--- src/rtl/core/siasmd_pkg.sv ---
`timescale 1ns / 1ps
// ----------------------------------------------------------------------------
// siasmd_pkg - shared types and codes of the signed add/sub/mul/div unit
// Operation codes and the control and status bundles between the sequencer
// and the shift unit.
// ----------------------------------------------------------------------------
package siasmd_pkg;

   localparam int OP_WIDTH = 2;

   typedef logic [OP_WIDTH-1:0] op_type;

   localparam op_type OP_ADD = 2'd0;
   localparam op_type OP_SUB = 2'd1;
   localparam op_type OP_MUL = 2'd2;
   localparam op_type OP_DIV = 2'd3;

   // Command from the sequencer to the shift unit.
   typedef struct packed {
      logic start;
      logic is_div;
   } eng_ctl_type;

   // Status of the shift unit.
   typedef struct packed {
      logic busy;
      logic done;
   } eng_status_type;

endpackage

--- src/rtl/core/siasmd_req_if.sv ---
`timescale 1ns / 1ps
// ----------------------------------------------------------------------------
// siasmd_req_if - request channel
// Valid/ready channel that carries one operation code and two operands.
// ----------------------------------------------------------------------------
interface siasmd_req_if import siasmd_pkg::*; #(
   parameter int DATA_WIDTH = 32
) ();
   logic                         valid;
   logic                         ready;
   op_type                       op;
   logic signed [DATA_WIDTH-1:0] operand_a;
   logic signed [DATA_WIDTH-1:0] operand_b;

   modport source (output valid, output op, output operand_a, output operand_b,
                   input ready);
   modport sink   (input valid, input op, input operand_a, input operand_b,
                   output ready);
endinterface

--- src/rtl/core/siasmd_rsp_if.sv ---
`timescale 1ns / 1ps
// ----------------------------------------------------------------------------
// siasmd_rsp_if - result channel
// Valid/ready channel that carries the value, remainder and zero-divisor flag.
// ----------------------------------------------------------------------------
interface siasmd_rsp_if #(
   parameter int DATA_WIDTH = 32
) ();
   logic                         valid;
   logic                         ready;
   logic signed [DATA_WIDTH-1:0] value;
   logic signed [DATA_WIDTH-1:0] remainder_out;
   logic                         divide_by_zero;

   modport source (output valid, output value, output remainder_out,
                   output divide_by_zero, input ready);
   modport sink   (input valid, input value, input remainder_out,
                   input divide_by_zero, output ready);
endinterface

--- src/rtl/core/siasmd_shift_unit.sv ---
`timescale 1ns / 1ps
// ----------------------------------------------------------------------------
// siasmd_shift_unit - bit-serial multiply / restoring divide
// One operand bit per cycle, MSB first. The shift
// register holds the multiplier or the dividend and collects quotient bits;
// the work register holds the partial product or the partial remainder.
// ----------------------------------------------------------------------------
module siasmd_shift_unit import siasmd_pkg::*; #(
   parameter int DATA_WIDTH = 32
) (
   input  logic                  clock,
   input  logic                  reset,
   input  eng_ctl_type           ctl,
   input  logic [DATA_WIDTH-1:0] mag_a,
   input  logic [DATA_WIDTH-1:0] mag_b,
   output eng_status_type        status,
   output logic [DATA_WIDTH-1:0] work,
   output logic [DATA_WIDTH-1:0] shift_word
);

   localparam int CNT_W = $clog2(DATA_WIDTH);
   localparam logic [CNT_W-1:0] LAST_STEP = CNT_W'(DATA_WIDTH - 1);

   logic                  busy_ff, busy_in;
   logic                  done_ff, done_in;
   logic                  div_ff, div_in;
   logic [CNT_W-1:0]      count_ff, count_in;
   logic [DATA_WIDTH-1:0] shift_ff, shift_in;
   logic [DATA_WIDTH-1:0] work_ff, work_in;
   logic [DATA_WIDTH-1:0] divisor_ff, divisor_in;

   logic                  top_bit;
   logic [DATA_WIDTH:0]   trial;
   logic [DATA_WIDTH+1:0] diff;
   logic                  fits;
   logic [DATA_WIDTH-1:0] mac;

   assign top_bit = shift_ff[DATA_WIDTH-1];
   assign trial   = {work_ff, top_bit};
   assign diff    = {1'b0, trial} - {2'b00, divisor_ff};
   assign fits    = ~diff[DATA_WIDTH+1];
   assign mac     = {work_ff[DATA_WIDTH-2:0], 1'b0} + (top_bit ? divisor_ff : '0);

   always_comb begin
      busy_in    = busy_ff;
      done_in    = 1'b0;
      div_in     = div_ff;
      count_in   = count_ff;
      shift_in   = shift_ff;
      work_in    = work_ff;
      divisor_in = divisor_ff;
      if (ctl.start) begin
         busy_in    = 1'b1;
         div_in     = ctl.is_div;
         count_in   = '0;
         shift_in   = mag_a;
         work_in    = '0;
         divisor_in = mag_b;
      end else if (busy_ff) begin
         if (div_ff) begin
            // restore on a failed trial subtract
            work_in  = fits ? diff[DATA_WIDTH-1:0] : trial[DATA_WIDTH-1:0];
            shift_in = {shift_ff[DATA_WIDTH-2:0], fits};
         end else begin
            work_in  = mac;
            shift_in = {shift_ff[DATA_WIDTH-2:0], 1'b0};
         end
         count_in = count_ff + CNT_W'(1);
         if (count_ff == LAST_STEP) begin
            busy_in = 1'b0;
            done_in = 1'b1;
         end
      end
   end

   always_ff @(posedge clock) begin
      if (reset) begin
         busy_ff  <= 1'b0;
         done_ff  <= 1'b0;
         count_ff <= '0;
      end else begin
         busy_ff  <= busy_in;
         done_ff  <= done_in;
         count_ff <= count_in;
      end
   end

   always_ff @(posedge clock) begin
      div_ff     <= div_in;
      shift_ff   <= shift_in;
      work_ff    <= work_in;
      divisor_ff <= divisor_in;
   end

   assign status.busy = busy_ff;
   assign status.done = done_ff;
   assign work        = work_ff;
   assign shift_word  = shift_ff;

`ifndef SYNTHESIS
   a_start_busy: assert property (@(posedge clock) disable iff (reset)
      ctl.start |=> busy_ff)
      else $error("shift unit did not start");
   a_last_done: assert property (@(posedge clock) disable iff (reset)
      (busy_ff && !ctl.start && count_ff == LAST_STEP) |=> (done_ff && !busy_ff))
      else $error("shift unit did not finish after the last step");
   a_done_idle: assert property (@(posedge clock) disable iff (reset)
      done_ff |-> !busy_ff)
      else $error("shift unit done while still busy");
`endif

endmodule

--- src/rtl/core/signed_int_add_sub_mul_div.sv ---
`timescale 1ns / 1ps
// ----------------------------------------------------------------------------
// signed_int_add_sub_mul_div - signed add, subtract, multiply and divide
// Usage:
//   req_if (sink) takes one item: op (0 add, 1 sub, 2 mul, 3 div) and two
//   two's complement operands. An item is taken when valid and ready are high.
//   rsp_if (source) returns one item per request: value, remainder_out and
//   divide_by_zero. Add, sub and mul wrap; divide truncates toward zero and
//   the remainder keeps the dividend's sign.
//   A zero divisor sets divide_by_zero, returns 0 and the dividend as remainder.
// Flow:
//   Add, sub and zero-divisor items pass from acceptance through the prepare
//   and sign fix-up steps to the output register; multiply and divide also
//   run in the shift unit, which retires one operand bit per cycle. One item
//   is in flight at a time; ready is high only while the sequencer is idle,
//   so a new item is taken only after the last one has left the fix-up step.
// Reset and stall:
//   Synchronous reset drops any item in flight and clears the result valid.
//   The result sits in an output register, so a new item is accepted while
//   the receiver stalls; the next result waits in the sign fix-up step
//   until that register frees up.
// ----------------------------------------------------------------------------
module signed_int_add_sub_mul_div import siasmd_pkg::*; #(
   parameter int DATA_WIDTH = 32
) (
   input logic         clock,
   input logic         reset,
   siasmd_req_if.sink   req_if,
   siasmd_rsp_if.source rsp_if
);

   // sequencer states
   localparam logic [1:0] ST_IDLE = 2'd0;
   localparam logic [1:0] ST_PREP = 2'd1;
   localparam logic [1:0] ST_RUN  = 2'd2;
   localparam logic [1:0] ST_FIX  = 2'd3;

   logic [1:0]            state_ff, state_in;
   op_type                op_ff, op_in;
   logic [DATA_WIDTH-1:0] a_ff, a_in;
   logic [DATA_WIDTH-1:0] b_ff, b_in;

   // result staged before the sign fix
   logic [DATA_WIDTH-1:0] res_value_ff, res_value_in;
   logic [DATA_WIDTH-1:0] res_rem_ff, res_rem_in;
   logic                  res_dz_ff, res_dz_in;
   logic                  neg_q_ff, neg_q_in;
   logic                  neg_r_ff, neg_r_in;

   // output register
   logic                  out_valid_ff, out_valid_in;
   logic [DATA_WIDTH-1:0] out_value_ff, out_value_in;
   logic [DATA_WIDTH-1:0] out_rem_ff, out_rem_in;
   logic                  out_dz_ff, out_dz_in;

   logic                  a_neg, b_neg, b_zero;
   logic [DATA_WIDTH-1:0] mag_a, mag_b;

   eng_ctl_type           eng_ctl;
   eng_status_type        eng_status;
   logic [DATA_WIDTH-1:0] eng_work;
   logic [DATA_WIDTH-1:0] eng_shift;

   assign a_neg  = a_ff[DATA_WIDTH-1];
   assign b_neg  = b_ff[DATA_WIDTH-1];
   assign b_zero = (b_ff == '0);
   assign mag_a  = a_neg ? (~a_ff + 1'b1) : a_ff;
   assign mag_b  = b_neg ? (~b_ff + 1'b1) : b_ff;

   siasmd_shift_unit #(
      .DATA_WIDTH (DATA_WIDTH)
   ) u_shift_unit (
      .clock      (clock),
      .reset      (reset),
      .ctl        (eng_ctl),
      .mag_a      (mag_a),
      .mag_b      (mag_b),
      .status     (eng_status),
      .work       (eng_work),
      .shift_word (eng_shift)
   );

   always_comb begin
      state_in     = state_ff;
      op_in        = op_ff;
      a_in         = a_ff;
      b_in         = b_ff;
      res_value_in = res_value_ff;
      res_rem_in   = res_rem_ff;
      res_dz_in    = res_dz_ff;
      neg_q_in     = neg_q_ff;
      neg_r_in     = neg_r_ff;
      eng_ctl      = '0;
      // drop the held result once the receiver takes it
      out_valid_in = out_valid_ff & ~rsp_if.ready;
      out_value_in = out_value_ff;
      out_rem_in   = out_rem_ff;
      out_dz_in    = out_dz_ff;

      case (state_ff)
         ST_IDLE: begin
            if (req_if.valid) begin
               op_in    = req_if.op;
               a_in     = req_if.operand_a;
               b_in     = req_if.operand_b;
               state_in = ST_PREP;
            end
         end
         ST_PREP: begin
            res_rem_in = '0;
            res_dz_in  = 1'b0;
            neg_q_in   = 1'b0;
            neg_r_in   = 1'b0;
            state_in   = ST_FIX;
            case (op_ff)
               OP_ADD: res_value_in = a_ff + b_ff;
               OP_SUB: res_value_in = a_ff - b_ff;
               OP_MUL: begin
                  eng_ctl.start = 1'b1;
                  neg_q_in      = a_neg ^ b_neg;
                  state_in      = ST_RUN;
               end
               OP_DIV: begin
                  if (b_zero) begin
                     // zero divisor: flag it, pass the dividend through
                     res_value_in = '0;
                     res_rem_in   = a_ff;
                     res_dz_in    = 1'b1;
                  end else begin
                     eng_ctl.start  = 1'b1;
                     eng_ctl.is_div = 1'b1;
                     neg_q_in       = a_neg ^ b_neg;
                     neg_r_in       = a_neg;
                     state_in       = ST_RUN;
                  end
               end
               default: res_value_in = '0;
            endcase
         end
         ST_RUN: begin
            if (eng_status.done) begin
               if (op_ff == OP_DIV) begin
                  res_value_in = eng_shift;
                  res_rem_in   = eng_work;
               end else begin
                  res_value_in = eng_work;
                  res_rem_in   = '0;
               end
               state_in = ST_FIX;
            end
         end
         ST_FIX: begin
            // hold here while the output register is still full
            if (!out_valid_ff || rsp_if.ready) begin
               out_valid_in = 1'b1;
               out_value_in = neg_q_ff ? (~res_value_ff + 1'b1) : res_value_ff;
               out_rem_in   = neg_r_ff ? (~res_rem_ff + 1'b1) : res_rem_ff;
               out_dz_in    = res_dz_ff;
               state_in     = ST_IDLE;
            end
         end
         default: state_in = ST_IDLE;
      endcase
   end

   always_ff @(posedge clock) begin
      if (reset) begin
         state_ff     <= ST_IDLE;
         out_valid_ff <= 1'b0;
      end else begin
         state_ff     <= state_in;
         out_valid_ff <= out_valid_in;
      end
   end

   always_ff @(posedge clock) begin
      op_ff        <= op_in;
      a_ff         <= a_in;
      b_ff         <= b_in;
      res_value_ff <= res_value_in;
      res_rem_ff   <= res_rem_in;
      res_dz_ff    <= res_dz_in;
      neg_q_ff     <= neg_q_in;
      neg_r_ff     <= neg_r_in;
      out_value_ff <= out_value_in;
      out_rem_ff   <= out_rem_in;
      out_dz_ff    <= out_dz_in;
   end

   assign req_if.ready         = (state_ff == ST_IDLE);
   assign rsp_if.valid         = out_valid_ff;
   assign rsp_if.value         = out_value_ff;
   assign rsp_if.remainder_out = out_rem_ff;
   assign rsp_if.divide_by_zero = out_dz_ff;

`ifndef SYNTHESIS
   a_run_to_fix: assert property (@(posedge clock) disable iff (reset)
      (state_ff == ST_RUN && eng_status.done) |=> (state_ff == ST_FIX))
      else $error("sequencer missed the shift unit's done");
   a_dz_zero_value: assert property (@(posedge clock) disable iff (reset)
      (out_valid_ff && out_dz_ff) |-> (out_value_ff == '0))
      else $error("zero-divisor item with nonzero value");
   a_load_from_fix: assert property (@(posedge clock) disable iff (reset)
      $rose(out_valid_ff) |-> ($past(state_ff) == ST_FIX))
      else $error("result loaded outside the fix-up step");
`endif

endmodule
--- src/flat_wrapper.sv ---
// flat-port wrapper written by rule: the top's interface ports become plain ports
module signed_int_add_sub_mul_div_flat import siasmd_pkg::*;
#(
   parameter int DATA_WIDTH = 32
)
  (clock, reset, req_if_valid, req_if_op, req_if_operand_a, req_if_operand_b, req_if_ready, rsp_if_valid, rsp_if_value, rsp_if_remainder_out, rsp_if_divide_by_zero, rsp_if_ready);
  siasmd_req_if #(.DATA_WIDTH(DATA_WIDTH)) req_if_i ();
  siasmd_rsp_if #(.DATA_WIDTH(DATA_WIDTH)) rsp_if_i ();
  input logic clock;
  input logic reset;
  input wire logic [$bits(req_if_i.valid)-1:0] req_if_valid;
  input wire logic [$bits(req_if_i.op)-1:0] req_if_op;
  input wire logic [$bits(req_if_i.operand_a)-1:0] req_if_operand_a;
  input wire logic [$bits(req_if_i.operand_b)-1:0] req_if_operand_b;
  output wire logic [$bits(req_if_i.ready)-1:0] req_if_ready;
  output wire logic [$bits(rsp_if_i.valid)-1:0] rsp_if_valid;
  output wire logic [$bits(rsp_if_i.value)-1:0] rsp_if_value;
  output wire logic [$bits(rsp_if_i.remainder_out)-1:0] rsp_if_remainder_out;
  output wire logic [$bits(rsp_if_i.divide_by_zero)-1:0] rsp_if_divide_by_zero;
  input wire logic [$bits(rsp_if_i.ready)-1:0] rsp_if_ready;
  assign req_if_i.valid = req_if_valid;
  assign req_if_i.op = req_if_op;
  assign req_if_i.operand_a = req_if_operand_a;
  assign req_if_i.operand_b = req_if_operand_b;
  assign req_if_ready = req_if_i.ready;
  assign rsp_if_valid = rsp_if_i.valid;
  assign rsp_if_value = rsp_if_i.value;
  assign rsp_if_remainder_out = rsp_if_i.remainder_out;
  assign rsp_if_divide_by_zero = rsp_if_i.divide_by_zero;
  assign rsp_if_i.ready = rsp_if_ready;
  signed_int_add_sub_mul_div #(.DATA_WIDTH(DATA_WIDTH)) u_core (.clock(clock), .reset(reset), .req_if(req_if_i), .rsp_if(rsp_if_i));
endmodule
--- config.mk ---
export PLATFORM = sky130hd
export DESIGN_NAME = signed_int_add_sub_mul_div_flat
export DESIGN_NICKNAME = d
export VERILOG_FILES = /design/src/rtl/core/siasmd_pkg.sv /design/src/rtl/core/siasmd_req_if.sv /design/src/rtl/core/siasmd_rsp_if.sv /design/src/rtl/core/siasmd_shift_unit.sv /design/src/rtl/core/signed_int_add_sub_mul_div.sv /design/src/flat_wrapper.sv
export SDC_FILE = /design/constraint.sdc
export NUM_CORES = 1
export LEC_CHECK = 0
export BUFFER_PORTS_ARGS = -buffer_cell sky130_fd_sc_hd__clkbuf_2
export CAP_MARGIN = 20
export CORE_ASPECT_RATIO = 0.6
export CORE_MARGIN = 5
export CORE_UTILIZATION = 50
export CTS_BUF_LIST = sky130_fd_sc_hd__clkbuf_8
export DETAILED_ROUTE_END_ITERATION = 12
export GPL_ROUTABILITY_DRIVEN = 0
export PLACE_DENSITY = 0.76
export SYNTH_ARGS = -nofsm -noshare
export SYNTH_HDL_FRONTEND = slang
export SYNTH_SLANG_ARGS = --single-unit
--- constraint.sdc ---
create_clock -name clock -period 6.9 [get_ports clock]
set_input_delay 1.38 -clock clock [delete_from_list [all_inputs] [get_ports clock]]
set_output_delay 1.38 -clock clock [all_outputs]
set_load 0.03 [all_outputs]
# After elaboration in Yosys (flattened, before gate mapping)
# Index checks and enable logic that the tools add are counted.
# Widths: inputs -> output; s select.
# totals
ff_bits	305
inputBits	70
# op_classes
n_addsub	9
eq_ne	12
muxes	39
bitwise_logic	10
n_reduce_logical	16
# op_table
op	n
$mux 32	15
$add 32x1->32 const B	4
$not 32->32	4
$pmux 32 s2	2
$pmux 32 s3	1
$add 32x32->32	2
$sub 33x32->34	1
$logic_not 32->1	1
$sub 32x32->32	1
$mux 31	1
$mux 1	11
$mux 2	5
$eq 2x2->1 const B	4
$pmux 2 s4	1
$reduce_and 2->1	4
$add 5x1->5 const B	1
$eq 5x5->1 const B	1
$eq 2x1->1 const B	2
$logic_not 2->1	2
$ne 2x2->1 const B	2
$ne 4x3->1 const B	1
$not 1->1	4
$pmux 1 s2	2
$pmux 2 s2	1
other kinds (11)	13

# Logic depth before layout (Yosys ltp)
# logic_depth
depth_word	5
ltp_mapped	21

# Cells and area by module
# From an unflattened synthesis, not the netlist that was laid out.
# unflattened
hier_cells	1961
hier_area_um2	19944.1
# by_module_without_submodules
mod	n_inst	cells_each	area_per_inst_um2
signed_int_add_sub_mul_div	1	1094	12059.1
siasmd_shift_unit	1	867	7885.1

# Worst setup path before layout
# Ideal clock, no wire load.
# synth_timing
path_type	input-to-reg
start	input port rsp_if_ready
end	register u_core.out_dz_ff (netlist: u_core.rsp_if.divide_by_zero), enable pin
setup_time_ns	0.496
t_arrival_ns	4.338
required_ns	6.404
setup_slack_ns	2.066
cell_stages	2
path_cell_list	nor2b_1 -> nor2b_1
# synth_between
elab_chain_cells	2
# synth_rtl
element	line_no	source
start, declared	flat_wrapper.sv:20	input wire logic [$bits(rsp_if_i.ready)-1:0] rsp_if_ready;
$logic_or 1x1->1	signed_int_add_sub_mul_div.sv:154	if (!out_valid_ff || rsp_if.ready) begin
$reduce_and 2->1 (no source line)	--	
end signal, assigned	signed_int_add_sub_mul_div.sv:187	out_dz_ff <= out_dz_in;
end, declared	signed_int_add_sub_mul_div.sv:54	logic out_dz_ff, out_dz_in;
# Every way passes these cells.
# A chain may end at the register's enable or synchronous reset.

# Final worst setup path
# layout_timing
start	register u_core.b_ff[2]
end	register u_core.res_value_ff[29], data pin
# layout_between
elab_chain_cells	3
elab_cells_between_ends	4
# layout_rtl
element	line_no	source
start, declared	signed_int_add_sub_mul_div.sv:41	logic [DATA_WIDTH-1:0] b_ff, b_in;
start signal, assigned	signed_int_add_sub_mul_div.sv:179	b_ff <= b_in;
$sub 32x32->32 / $add 32x32->32 (equally long branches)	signed_int_add_sub_mul_div.sv:117, signed_int_add_sub_mul_div.sv:116	
$pmux 32 s3 *	signed_int_add_sub_mul_div.sv:115	case (op_ff)
$pmux 32 s2 *	signed_int_add_sub_mul_div.sv:100	case (state_ff)
via u_core.res_value_in[29]	signed_int_add_sub_mul_div.sv:44	logic [DATA_WIDTH-1:0] res_value_ff, res_value_in;
end signal, assigned	signed_int_add_sub_mul_div.sv:180	res_value_ff <= res_value_in;
end, declared	signed_int_add_sub_mul_div.sv:44	
# The timed path passes the listed nets; every way through them passes the cells marked *.

==> run metrics <==
max cap viols 0; Post-synth EDFFs 263; CP peak stage delay 520 ps; Slowest cell on crit path nor4_1; clk buf depth 3; area leader, netlist edfxtp_1; Gate Count Post-Synth 1,963; Rows 55; Critical Path RT 7220 ps; Main synth FF type edfxtp_1; worst clock skew 57.3 ps; dominant cells by area after synthesis edfxtp_1 (41%), xnor2_1 (7.4%), ha_1 (6.9%), o21ai_0 (4.4%), dfxtp_1 (4.3%); Crit path top cell by count nor2_1; NumNets Final 2,263; DIE WIDTH 264 um; initial antenna violation count 3; First DRT Iteration DRCs 2,116; #FFs+latches synth 305; Num CTS Buffers 47; slew margin rel. 22.5%; CTS resizes 0; fmax 189 MHz; final setup fails 0; Layout area overhead 10.6%; HP Class flip-flop to flip-flop; # port buffers 136; dpl hpwl 41,800 um; vias in the first global route 14,900; starting density of the core 51.1%; Antenna Nets Post-Route 0; Avg Inst Size Synth 9.88 um2; post-synthesis sequential area ratio 45.0%; Final Hold Viols 0; CTS Hold Buffers Added 0; clock slew at reported path FFs 60 ps; setup TNS 0 ps; Period minus WS final 5300 ps; Slew Viols, Final 0; Leak 8.41 nW; drt drc 0; Tot GR Track Use 24.6%; CTS Sinks 305; Worst Path Max Fanout 8; detailed-route via count 16,200; ant diodes 0; CTS H-tree depth 2; grt ovf 0; Root Driver clkbuf_8; core footprint 38,000 um2; pwr/cell area 451 nW/um2; length of the first detailed-routing pass in iterations 6; final WL 54,700 um; largest net degree at the start of global routing 66; Design Power 0.00968 W; Synth warnings 0; boundary pin count 137; FFs w/ async S/R, synth 0%; worst-margin pin slew 1160 ps; chip height 163 um; Synth top area share 40.7%; die area 43,000 um2; crit path DAT 5610 ps; commonest cells in the synthesized netlist edfxtp_1 (263), nand2_1 (180), o21ai_0 (170); top-count cell post-synth edfxtp_1; CTS tree yes; first-pass GRT wire length 84,400 um; Min Hold Slack 417 ps; RSZ-0062 raised after global routing false; mapped cell area 19,400 um2; layout cells sized above 1 12.3%; Yosys cell types 80; crit share post-route 76.8%; post-CTS setup repair buffer count 0; worst IR drop on VDD 0.255 mV; syn_nets 2,143; latest clock arrival within the worst-skew pair 600 ps; status completed; Setup crit start kind flip-flop; Setup Crit Path Kind flip-flop to flip-flop; DR vias/cell 6.15; crit end category flip-flop; CP Cell Sequence nor2_1, and3_1, nand2_1, nor4_1, nand2b_1, nor4_1, nor2_1, xnor2_1, ha_1, a21o_1, a21oi_1, o21bai_1, a2111oi_0, nand3_1, a31oi_1, xor2_1, nor2_1, a21oi_1, o21ai_0; Layout Utilization 56.5%; drt wl/cell 20.8 um
path summary, 6_finish.rpt:
check | depth (start not counted) | from | endpoint | slack, ps
setup / recovery | 19 | u_core.b_ff[2]$_DFFE_PP_ | u_core.res_value_ff[29]$_DFFE_PP_ | 1600
hold / removal | 0 | u_core.res_dz_ff$_SDFFCE_PN0P_ | u_core.rsp_if.divide_by_zero$_DFFE_PP_ | 420
setup reg to reg | 19 | u_core.b_ff[2]$_DFFE_PP_ | u_core.res_value_ff[29]$_DFFE_PP_ | 1600
hold reg to reg | 0 | u_core.res_dz_ff$_SDFFCE_PN0P_ | u_core.rsp_if.divide_by_zero$_DFFE_PP_ | 420
cells by family after synthesis:
kind of cell    share of synthesized area [%]
buf+inv                                  3.16
xor+xnor                                 10.4
compound gates                           18.6
fa+ha+maj                                7.21
simple gates                             14.0
mux                                      1.52
flops                                    45.0
routing by layer:
| metal | vias to the layer above | track usage [%] | share of wire [%] |
|---|---|---|---|
| met5 | - | 0 | 0.053 |
| met4 | 4 | 5.08 | 1.9 |
| met3 | 96 | 6.49 | 12 |
| met2 | 921 | 36.3 | 42 |
| met1 | 7672 | 36.7 | 44 |
| li1 | 7462 | - | - |
registers in the layout, summed over array words and instances, names as in the netlist:
name / cells
u_core.rsp_if.remainder_out: 32
u_core.b_ff: 32
u_core.u_shift_unit.divisor_ff: 32
u_core.a_ff: 32
u_core.u_shift_unit.div_ff: 1
u_core.op_ff: 2
u_core.u_shift_unit.work: 32
u_core.rsp_if.valid: 1
u_core.res_dz_ff: 1
u_core.u_shift_unit.count_ff: 5
u_core.rsp_if.value: 32
u_core.u_shift_unit.busy_ff: 1
u_core.res_value_ff: 32
u_core.res_rem_ff: 32
u_core.neg_q_ff: 1
u_core.rsp_if.divide_by_zero: 1
u_core.u_shift_unit.done_ff: 1
u_core.u_shift_unit.shift_word: 32
u_core.state_ff: 2
u_core.neg_r_ff: 1
cell type report:
cell class | count | area, um2
Sequential cell | 305 | 8740
Multi-Input combinational cell | 1496 | 10100
Clock buffer | 49 | 674
Fill cell | 3272 | 16500
Timing Repair Buffer | 155 | 823
Clock inverter | 31 | 208
Tap cell | 513 | 642
Inverter | 78 | 293
power breakdown:
group / switching [W] / internal [W]
Combinational: 0.00286 / 0.00188
Sequential: 0.000621 / 0.00283
Clock: 0.000718 / 0.000767
Total: 0.00420 / 0.00548
layout by cell type (no fill, tap or decap), drive strengths merged, types with 8 or more instances in the layout:
| cell type | instances |
|---|---|
| nor2 | 147 |
| xnor2 | 165 |
| a21o | 57 |
| nor2b | 20 |
| nand2 | 180 |
| o31ai | 32 |
| edfxtp | 263 |
| o21bai | 9 |
| buf | 19 |
| a31oi | 19 |
| nor3 | 31 |
| a21oi | 119 |
| o21a | 11 |
| or3 | 30 |
| o21ai | 172 |
| ha | 107 |
| nor4 | 10 |
| or2 | 14 |
| nand4 | 10 |
| a22oi | 8 |
| dfxtp | 42 |
| clkinv | 14 |
| and3 | 9 |
| a22o | 33 |
| nand3 | 42 |
| inv | 91 |
| and2 | 11 |
| or4 | 20 |
| clkbuf | 185 |
| nand2b | 27 |
| xor2 | 66 |
| mux2i | 25 |
| o211ai | 15 |
| a21boi | 11 |
| o41ai | 13 |
stage by stage:
stage | cell area, um2 | std cells | worst slack [ps]
floorplan | 19400 | 1963 | 2070
global placement | 20600 | 2547 | 2060
detailed placement | 20600 | 2547 | 1800
CTS | 21500 | 2627 | 1770
global route | 21500 | 2627 | 1120
finish | 21500 | 2627 | 1600
critical path, delay by kind of cell, from the launching register on:
family,cells,cell delay [ps]
AOI/OAI and AO/OA,7,1380
and+or+nand+nor,9,2460
DFF,1,470
xor gates and xnor gates,2,320
adders and majority gates,1,350
(Power assumes the default switching activity.)
